`src/rtl/sfla_pkg.sv`:
```
`timescale 1ns / 1ps

package sfla_pkg;

    // Field widths of the channels
    localparam int CMD_W  = 1;
    localparam int TYPE_W = 8;
    localparam int SLOT_W = 10;
    localparam int NAME_W = 32;
    localparam int LIVE_W = 11;

    // Parameter defaults
    localparam int CAPACITY_DEF  = 1024;
    localparam int TYPE_BITS_DEF = 8;

    // Command codes
    localparam logic [CMD_W-1:0] CMD_CREATE = 1'b0;
    localparam logic [CMD_W-1:0] CMD_REMOVE = 1'b1;

    // Controller to datapath
    typedef struct packed {
        logic clr_en;   // write one sweep entry and advance
        logic issue;    // latch the input word and start the memory reads
        logic commit;   // update state and load the result register
    } t_sfla_cmd;

    // Datapath to controller
    typedef struct packed {
        logic clr_last; // sweep is at the last entry
        logic out_busy; // result register full and stalled
    } t_sfla_stat;

endpackage

```
`src/rtl/sfla_ctrl.sv`:
```
`timescale 1ns / 1ps

module sfla_ctrl (
    input  logic                i_clk,
    input  logic                i_rst_n,
    input  logic                i_in_valid,
    input  sfla_pkg::t_sfla_stat i_stat,
    output sfla_pkg::t_sfla_cmd  o_cmd,
    output logic                o_in_stall
);
    import sfla_pkg::*;

    typedef enum logic [1:0] {
        S_CLEAR,
        S_IDLE,
        S_EXEC
    } t_state;

    t_state r_state;
    logic   r_in_stall;

    always_comb begin
        o_cmd        = '0;
        o_cmd.clr_en = (r_state == S_CLEAR);
        o_cmd.issue  = (r_state == S_IDLE) && i_in_valid && !r_in_stall;
        o_cmd.commit = (r_state == S_EXEC) && !i_stat.out_busy;
    end

    always_ff @(posedge i_clk) begin
        if (!i_rst_n) begin
            r_state    <= S_CLEAR;
            r_in_stall <= 1'b1;
        end else begin
            case (r_state)
                S_CLEAR: begin
                    if (i_stat.clr_last) begin
                        r_state    <= S_IDLE;
                        r_in_stall <= 1'b0;
                    end
                end
                S_IDLE: begin
                    if (o_cmd.issue) begin
                        r_state    <= S_EXEC;
                        r_in_stall <= 1'b1;
                    end
                end
                S_EXEC: begin
                    // hold while the previous result still waits
                    if (o_cmd.commit) begin
                        r_state    <= S_IDLE;
                        r_in_stall <= 1'b0;
                    end
                end
                default: begin
                    r_state    <= S_CLEAR;
                    r_in_stall <= 1'b1;
                end
            endcase
        end
    end

    assign o_in_stall = r_in_stall;

endmodule

```
`config.mk`:
```
export PLATFORM = sky130hd
export DESIGN_NAME = sfla_ctrl
export DESIGN_NICKNAME = d
export VERILOG_FILES = /design/src/rtl/sfla_pkg.sv /design/src/rtl/sfla_ctrl.sv
export SDC_FILE = /design/constraint.sdc
export NUM_CORES = 1
export LEC_CHECK = 0
export ABC_AREA = 1
export ABC_CLOCK_PERIOD_IN_PS = 1900
export BUFFER_PORTS_ARGS = -buffer_cell sky130_fd_sc_hd__buf_2
export CORE_AREA = 8 8 45 47
export CTS_CLUSTER_DIAMETER = 100
export DETAILED_ROUTE_END_ITERATION = 8
export DIE_AREA = 0 0 53 55
export PLACE_DENSITY = 0.3
export SLEW_MARGIN = 20
export SYNTH_ARGS = -nofsm -noshare
export SYNTH_HDL_FRONTEND = slang
export SYNTH_SLANG_ARGS = --single-unit
```
`constraint.sdc`:
```
create_clock -name i_clk -period 1.9 [get_ports i_clk]
set_clock_uncertainty 0.2 [all_clocks]
set_input_delay 0.095 -clock i_clk [delete_from_list [all_inputs] [get_ports i_clk]]
set_output_delay 0.095 -clock i_clk [all_outputs]
set_load 0.01 [all_outputs]
```
After elaboration in Yosys (flattened, before gate mapping)

Cells that the tools add are included.

Register bits: 3
Latch bits: 0
Bits in writable memories: 0
Memory bits (read-only): 0
Bits of input ports: 5
Output and inout bits: 4
Word-level logic and storage cells: 22
Memories kept: 0

$add $sub $neg: 0
Multiply operators: 0
Divide/modulo/power cells: 0
Magnitude comparators: 0
Equality and inequality tests: 5
Shift operators: 0
Multiplexer cells: 8
Bitwise operators: 0
Reduce and logical (&&, ||, !) cells: 7

Operator list:

| operator                                                         | number |
|---|---|
| 2-bit 2-to-1 mux                                                 | 3 |
| 2-bit inequality test (second input constant)                    | 3 |
| 2-bit one-hot mux with 3 select lines                            | 1 |
| 1-bit logical AND                                                | 3 |
| 1-bit 2-to-1 mux                                                 | 3 |
| 1-bit one-hot mux with 3 select lines                            | 1 |
| 3-bit AND reduction                                              | 1 |
| 2-bit by 1-bit == test with 1-bit output (second input constant) | 1 |
| 2-bit == test (second input constant)                            | 1 |
| 1-bit zero test                                                  | 2 |
| 2-bit zero test                                                  | 1 |

Longest topological paths before layout

Gate-level depths: netlist of run 1.

Word-level depth: 5
Gate-level depth with buffers: 7
Depth with buffers taken out: 7

Worst setup path before layout of run 1

OpenSTA, ideal clock, no wires.

Path kind: reg-to-reg
Start: register r_state[1]
End: register r_state[0]
Setup time: 0.118 ns
Data arrival time: 0.755 ns
Required time: 1.582 ns
Slack: 0.827 ns
Cell stages (with the launch flop): 5
Buffers on the path: 0
Clock period less this slack: 1.073 ns
Cells stage by stage: dfxtp_1 -> nor2_1 -> nand2_1 -> nand3_1 -> a21oi_1

RTL lines:

| item                   | line            | source |
|---|---|---|
| start, declared        | sfla_ctrl.sv:19 | `t_state r_state;` |
| start signal, assigned | sfla_ctrl.sv:31 | `r_state <= S_CLEAR;` |
| start signal, assigned | sfla_ctrl.sv:37 | `r_state <= S_IDLE;` |
| start signal, assigned | sfla_ctrl.sv:43 | `r_state <= S_EXEC;` |

Final worst setup path of run 1

Start: input i_in_valid
End: register r_state[1]

Word-level cells in the longest chain between the ends: 4

Ends and longest elaborated chain:

| item                            | line            | source |
|---|---|---|
| start, declared                 | sfla_ctrl.sv:6  | `input logic i_in_valid,` |
| 1-bit logical AND (2 in series) | sfla_ctrl.sv:25 | `o_cmd.issue = (r_state == S_IDLE) && i_in_valid && !r_in_stall;` |
| 2-bit inequality test (no line) | n/a             |  |
| 3-bit AND reduction (no line)   | n/a             |  |

Every way passes these cells.
A chain may end at the register's enable or synchronous reset.

==> summary.md, run 1 <==
| Metric | Value |
|---|---|
| Status | finished clean |
| Die outline width | 53 µm |
| GRT Resource Usage Total | 0.0355 |
| Cells resized by post-CTS repair | 0 |
| Unrepaired setup endpoints after global routing | false |
| Clock insertion delay at the later pin of the skew report | 0.23 ns |
| Fin Hold WS | 0.0440 ns |
| Depth of the most critical reg-to-reg path | 5 |
| Arrival time of data at the critical path endpoint | 1.48 ns |
| Crit path max fanout | 2 |
| Crit path capture | r_state[1] |
| # H-tree levels | 1 |
| Final number of hold-violating endpoints | 0 |
| Half-perimeter wire length of the detailed placement result | 345 µm |
| Mean instance size in the synthesized netlist | 6.26 µm² |
| IR drop worst, VDD | 0.295 mV |
| Total count of max-transition violations in the final report | 0 |
| Initial Util | 0.108 |
| Fin crit period | 1.57 ns |
| Final estimated routing congestion in global placement | 0.675 |
| Die ar. | 2920 µm² |
| Synthesized area | 150 µm² |
| Setup Crit Path Kind | input port to flop |
| Port Buffers | 8 |
| Commonest non-fill, non-tap cells in the layout | nand2_1, buf_2, inv_1 |
| Final ANT Viol Nets | 0 |
| Pin count of the biggest net entering global routing | 5 |
| Clock buffers created by TritonCTS | 3 |
| Headroom to the max-slew limit | 0.900 |
| DR vias/cell | 3.31 |
| Part of the cycle the worst path needs | 0.827 |
| Detailed Route Iter0 Violations | 3 |
| Cell with the largest stage delay on the worst path | dlygate4sd3_1 |
| Power density relative to cell area | 1000 nW/µm² |
| Crit start category | input port |
| Leakage power of the design | 0.152 nW |
| Cell at the root of the clock tree | clkbuf_4 |
| Clock Pin Slew Worst Setup and Hold Paths | 0.04 ns |
| Most frequent cell on the critical path | dlygate4sd3_1 |
| Number of instances in the synthesized netlist | 24 |
| Critical Path RT | 1.81 ns |
| Wire length of the first global-routing pass | 669 µm |
| Crit-path cells | dlygate4sd3_1, buf_2, nand3_1, a21boi_1, dlygate4sd3_1 |
| Area growth from synthesis to layout | 77.5% |
| Number of antenna diodes | 0 |
| DRC violation count after routing | 0 |
| Largest buffer count on any clock path | 2 |
| Floorplan core area | 1380 µm² |
| Measured slew at the worst slew-check pin | 0.150 ns |
| Number of distinct library cells after synthesis | 9 |
| Proportion of synthesized chip area in sequential cells | 0.400 |
| R2R setup slack | 0.33 ns |
| Max Cap Violations | 0 |
| Reg2Reg Capture Point | r_state[1] |
| Number of nets in the final layout | 45 |
| Routed wirelength normalized by instance count | 7.95 µm |
| # hold bufs at CTS | 3 |
| Clock tree from TritonCTS | done |
| Post-synthesis net count | 29 |
| Setup Buffers After CTS | 0 |
| Vias after detailed routing | 182 |
| Largest incremental delay on the critical path | 0.55 ns |
| Yosys synthesis warning count | 0 |
| Endpoint class of the critical path | flop |
| Initial antenna violation count | 0 |
| Die H | 55 µm |
| Sink Count | 3 |
| Vias in the first global route | 177 |
| First-pass iteration count of the detailed router | 2 |
| Wire length after detailed routing | 437 µm |
| Source of the critical timing path | i_in_valid |
| Source of the worst register-to-register timing path | r_state[0] |
| Fraction of layout instances using a drive strength above 1 | 0.333 |
| Type of the tightest min-delay check | input port to flop |
| Setup_tns | 0 ns |
| I/O pin cnt | 9 |
| Number of rows in the core area | 14 |
| Seq cells post-synth | 3 |
| Setup Viol. Count Final | 0 |
| Highest clock frequency the design can meet | 0.637 GHz |
| Total gr overflow | 0 |
==> cells in the mapped netlist, drive strengths merged <==
cell type	count	share of area
nand2	8	0.20
inv	5	0.12
dfxtp	3	0.40
nand3	3	0.10
nor2	3	0.092
a21boi	1	0.050
a21oi	1	0.033
==> how the worst min path moves through the flow <==
stage	from	to	slack, ns	cells past startpoint
floorplan	i_stat[0]	o_cmd[0]	0.04	1
global placement	i_rst_n	r_state[1]	0.18	2
detailed placement	i_rst_n	r_state[0]	0.17	3
CTS	i_stat[1]	r_state[0]	0.04	5
global route	i_stat[1]	r_state[0]	0.08	5
finish	i_stat[1]	r_state[0]	0.04	5
==> state kept, by name, summed over array words and instances (netlist names) <==
register	flops
o_in_stall	1
r_state	2
==> kinds of logic (layout without fill, tap and decap cells) <==
logic type,count (synthesis),in the layout,synth area share
and+or+nand+nor,14,14,0.392
buffers and inverters,5,20,0.125
DFF,3,3,0.400
AOI/OAI and AO/OA,2,2,0.0833
==> final cells by class <==
cell class	count	area [µm²]
fillers	173	1120
inverters	5	18.8
repair buffers	11	70.1
clock buffers	4	26.3
multi-input cells	16	71.3
flip-flops and latches	3	60.1
well taps	16	20.0
==> stage by stage <==
stage | utilization | cells | cell area [µm²] | total power, mW | setup slack (ns)
3_3_place_gp | 0.152 | 48 | 210 | 0.158 | 0.792
5_1_grt | 0.193 | 55 | 267 | 0.297 | 0.237
6_report | 0.193 | 55 | 267 | 0.267 | 0.329
2_1_floorplan | - | 24 | 150 | 0.130 | 0.827
3_5_place_dp | 0.152 | 48 | 210 | 0.156 | 0.804
4_1_cts | 0.193 | 55 | 267 | 0.277 | 0.333
==> report_power, final <==
part / leakage [nW] / switching, mW / internal [mW]
logic: 0.113 / 0.0419 / 0.0310
registers: 0.0248 / 0.00936 / 0.0751
clock network: 0.0150 / 0.0313 / 0.0786
==> worst max-delay path, delay by kind of cell <==
kind            cells  cell delay (ns)
buf+inv             3             1.22
compound gates      1             0.07
simple gates        1             0.10
==> per-layer routing <==
layer / vias up / global-route usage / routed length, µm
met5: - / 0 / 0
met3: 0 / 0.0535 / 100
met2: 9 / 0.0430 / 164
li1: 102 / - / -
met4: 0 / 0.0259 / 0
met1: 71 / 0.0257 / 172
No activity file was read; power rests on OpenSTA's default activity.
==> run 2, diff against run 1 <==
--- a/config.mk
+++ b/config.mk
@@ -6,7 +6,7 @@
 export NUM_CORES = 1
 export LEC_CHECK = 0
 export ABC_AREA = 1
-export ABC_CLOCK_PERIOD_IN_PS = 1900
+export ABC_CLOCK_PERIOD_IN_PS = 1400
 export BUFFER_PORTS_ARGS = -buffer_cell sky130_fd_sc_hd__buf_2
 export CORE_AREA = 8 8 45 47
 export CTS_CLUSTER_DIAMETER = 100
==> constraint.sdc (replaced) <==
create_clock -name i_clk -period 1.4 [get_ports i_clk]
set_clock_uncertainty 0.2 [all_clocks]
set_input_delay 0.07 -clock i_clk [delete_from_list [all_inputs] [get_ports i_clk]]
set_output_delay 0.07 -clock i_clk [all_outputs]
set_load 0.01 [all_outputs]
==> run 2 against run 1 <==
Core utilization stayed put. First-iteration DRC count fell by 67%. Clock-buffer cell count unchanged. Flip-flop and latch count stayed put.
==> summary.md, run 2 (same netlist as run 1, synthesis figures left out) <==
| Metric | Value |
|---|---|
| Dominant delay contributor by cell family on the critical path | flip-flops |
| Largest incremental delay on the critical path | 0.35 ns (-0.20 ns) |
| Worst-case setup margin in the final layout | 0.104 ns (-0.225 ns) |
| Wire length of the first global-routing pass | 772 µm (+15%) |
| Max Cap Violations | 0 (unchanged) |
| Leakage power of the design | 0.150 nW (-1.8%) |
| Area growth from synthesis to layout | 77.5% (unchanged) |
| GRT Resource Usage Total | 0.0415 (+0.00607) |
| Initial antenna violation count | 0 (unchanged) |
| Initial Util | 0.108 (unchanged) |
| Final Cell Area | 267 µm² (unchanged) |
| Largest buffer count on any clock path | 2 (unchanged) |
| Detailed Route Iter0 Violations | 1 (-2) |
| Depth of the most critical reg-to-reg path | 7 (+2) |
| Clock Pin Slew Worst Setup and Hold Paths | 0.04 ns (about the same) |
| Critical Path RT | 1.13 ns (-0.68 ns) |
| Number of flip-flops in the largest register | 2 (unchanged) |
| Type of the tightest min-delay check | input port to flop |
| Number of rows in the core area | 14 (unchanged) |
| Port Buffers | 8 (unchanged) |
| DRC violation count after routing | 0 (unchanged) |
| Sink Count | 3 (unchanged) |
| I/O pin cnt | 9 (unchanged) |
| Critical path buffers and inverters | 3 (unchanged) |
| Count of filler cells inserted in the layout | 159 (-8.1%) |
| Crit path max fanout | 4 (+2) |
| Source of the critical timing path | r_state[0] |
| Setup Viol. Count Final | 0 (unchanged) |
| Setup Crit Path Kind | flop to output pin |
| Fraction of layout instances using a drive strength above 1 | 0.333 (unchanged) |
| Setup slack at placement | 0.302 ns (-0.502 ns) |
| Pin count of the biggest net entering global routing | 5 (unchanged) |
| Die outline width | 53 µm (unchanged) |
| Measured slew at the worst slew-check pin | 0.147 ns (-0.00307 ns) |
| Number of nets in the final layout | 45 (unchanged) |
| Depth of the critical timing path with buffers and inverters included | 5 (unchanged) |
| Half-perimeter wire length of the detailed placement result | 336 µm (-2.6%) |
| Crit start category | flop |
| Final ANT Viol Nets | 0 (unchanged) |
| Unrepaired setup endpoints after global routing | false |
| Setup_tns | 0 ns (unchanged) |
| Fin crit period | 1.30 ns |
| Crit path capture | o_cmd[1] |
| Highest clock frequency the design can meet | 0.772 GHz |
| Final estimated routing congestion in global placement | 0.642 (-4.8%) |
| DR vias/cell | 3.40 (+2.7%) |
| Routed wirelength normalized by instance count | 7.76 µm (-2.3%) |
| Endpoint class of the critical path | output pin |
| Crit-path cells | inv_2, nor2_2, nand3_1, inv_1, buf_2 |
| Clock buffers created by TritonCTS | 3 (unchanged) |
| Total count of max-transition violations in the final report | 0 (unchanged) |
| Commonest non-fill, non-tap cells in the layout | nand2_1, buf_2, inv_1 |
| Arrival time of data at the critical path endpoint | 1.03 ns (-0.45 ns) |
| R2R setup slack | 0.30 ns (-0.03 ns) |
| Die ar. | 2920 µm² (unchanged) |
| Vias after detailed routing | 187 (+2.7%) |
| Cell with the largest stage delay on the worst path | dfxtp_1 |
| Multi-input combinational cell area | 71.3 µm² (unchanged) |
| Wire length after detailed routing | 427 µm (-2.3%) |
| First-pass iteration count of the detailed router | 4 (+2) |
| Top register by number of flip-flops | r_state |
| Total gr overflow | 0 (unchanged) |
| Cell at the root of the clock tree | clkbuf_4 |
| Die H | 55 µm (unchanged) |
| Post-Place Cell Area | 210 µm² (unchanged) |
| Power density relative to cell area | 1370 nW/µm² (+37%) |
| Vias in the first global route | 187 (+5.6%) |
| # H-tree levels | 1 (unchanged) |
| Headroom to the max-slew limit | 0.902 (+0.00205) |
| Part of the cycle the worst path needs | 0.926 |
| Source of the worst register-to-register timing path | r_state[0] |
| Floorplan core area | 1380 µm² (unchanged) |
| Storage cell area | 60.1 µm² (unchanged) |
| Clock insertion delay at the later pin of the skew report | 0.23 ns (about the same) |
| IR drop worst, VDD | 0.355 mV (+20%) |
| Reg2Reg Capture Point | o_in_stall |
| Cells resized by post-CTS repair | 0 (unchanged) |
| Number of antenna diodes | 0 (unchanged) |
| Final number of hold-violating endpoints | 0 (unchanged) |
| Status | finished clean |
| Clock tree from TritonCTS | done |
| Setup Buffers After CTS | 0 (unchanged) |
## run 2: per-layer routing
metal / vias to the layer above / global-route usage / share of wire
li1: 102 / - / -
met1: 76 / 0.0319 / 0.42
met2: 9 / 0.0469 / 0.38
met3: 0 / 0.0588 / 0.20
met4: 0 / 0.0388 / 0
met5: - / 0 / 0
## run 2: report_power, final
part | switching, mW | internal (mW)
clock | 0.0439 | 0.107
combinational | 0.0579 | 0.0425
sequential | 0.0125 | 0.102
## run 2: repair_timing
item / in CTS / in global routing
setup endpoints to repair: 0 / 0
endpoints found under the hold margin: 3 / 0
hold buffers: 3 / 0
## run 2: final cells by class
class / instances / share of cell area
tap: 16 / 0.0751
inverter: 5 / 0.0704
timing repair buffer: 11 / 0.263
clock buffer: 4 / 0.0986
multi-input combinational: 16 / 0.268
sequential: 3 / 0.225
## run 2: stage by stage
stage | power (mW) | util | instances | hold WS (ns)
after floorplan | 0.177 | - | 24 | -0.0125
after global placement | 0.214 | 0.152 | 48 | 0.144
after detailed placement | 0.211 | 0.152 | 48 | 0.144
after CTS | 0.377 | 0.193 | 55 | 0.0195
after global routing | 0.409 | 0.193 | 55 | 0.0693
final | 0.366 | 0.193 | 55 | 0.0275
## run 2: worst min-delay path by stage
stage | startpoint | endpoint | slack (ns) | cells past startpoint
6_report | i_stat[1] | r_state[0] | 0.03 | 5
5_1_grt | i_stat[1] | r_state[0] | 0.07 | 5
4_1_cts | i_stat[1] | r_state[0] | 0.02 | 5
3_5_place_dp | i_rst_n | r_state[1] | 0.14 | 2
3_3_place_gp | i_rst_n | r_state[0] | 0.14 | 3
2_1_floorplan | i_stat[0] | o_cmd[0] | -0.01 | 1
## run 2: tightest hold or removal path: stages
cell     delay (ns)
buf_2          0.09
inv_1          0.04
nand2_1        0.05
nand3_1        0.09
a21oi_1        0.06
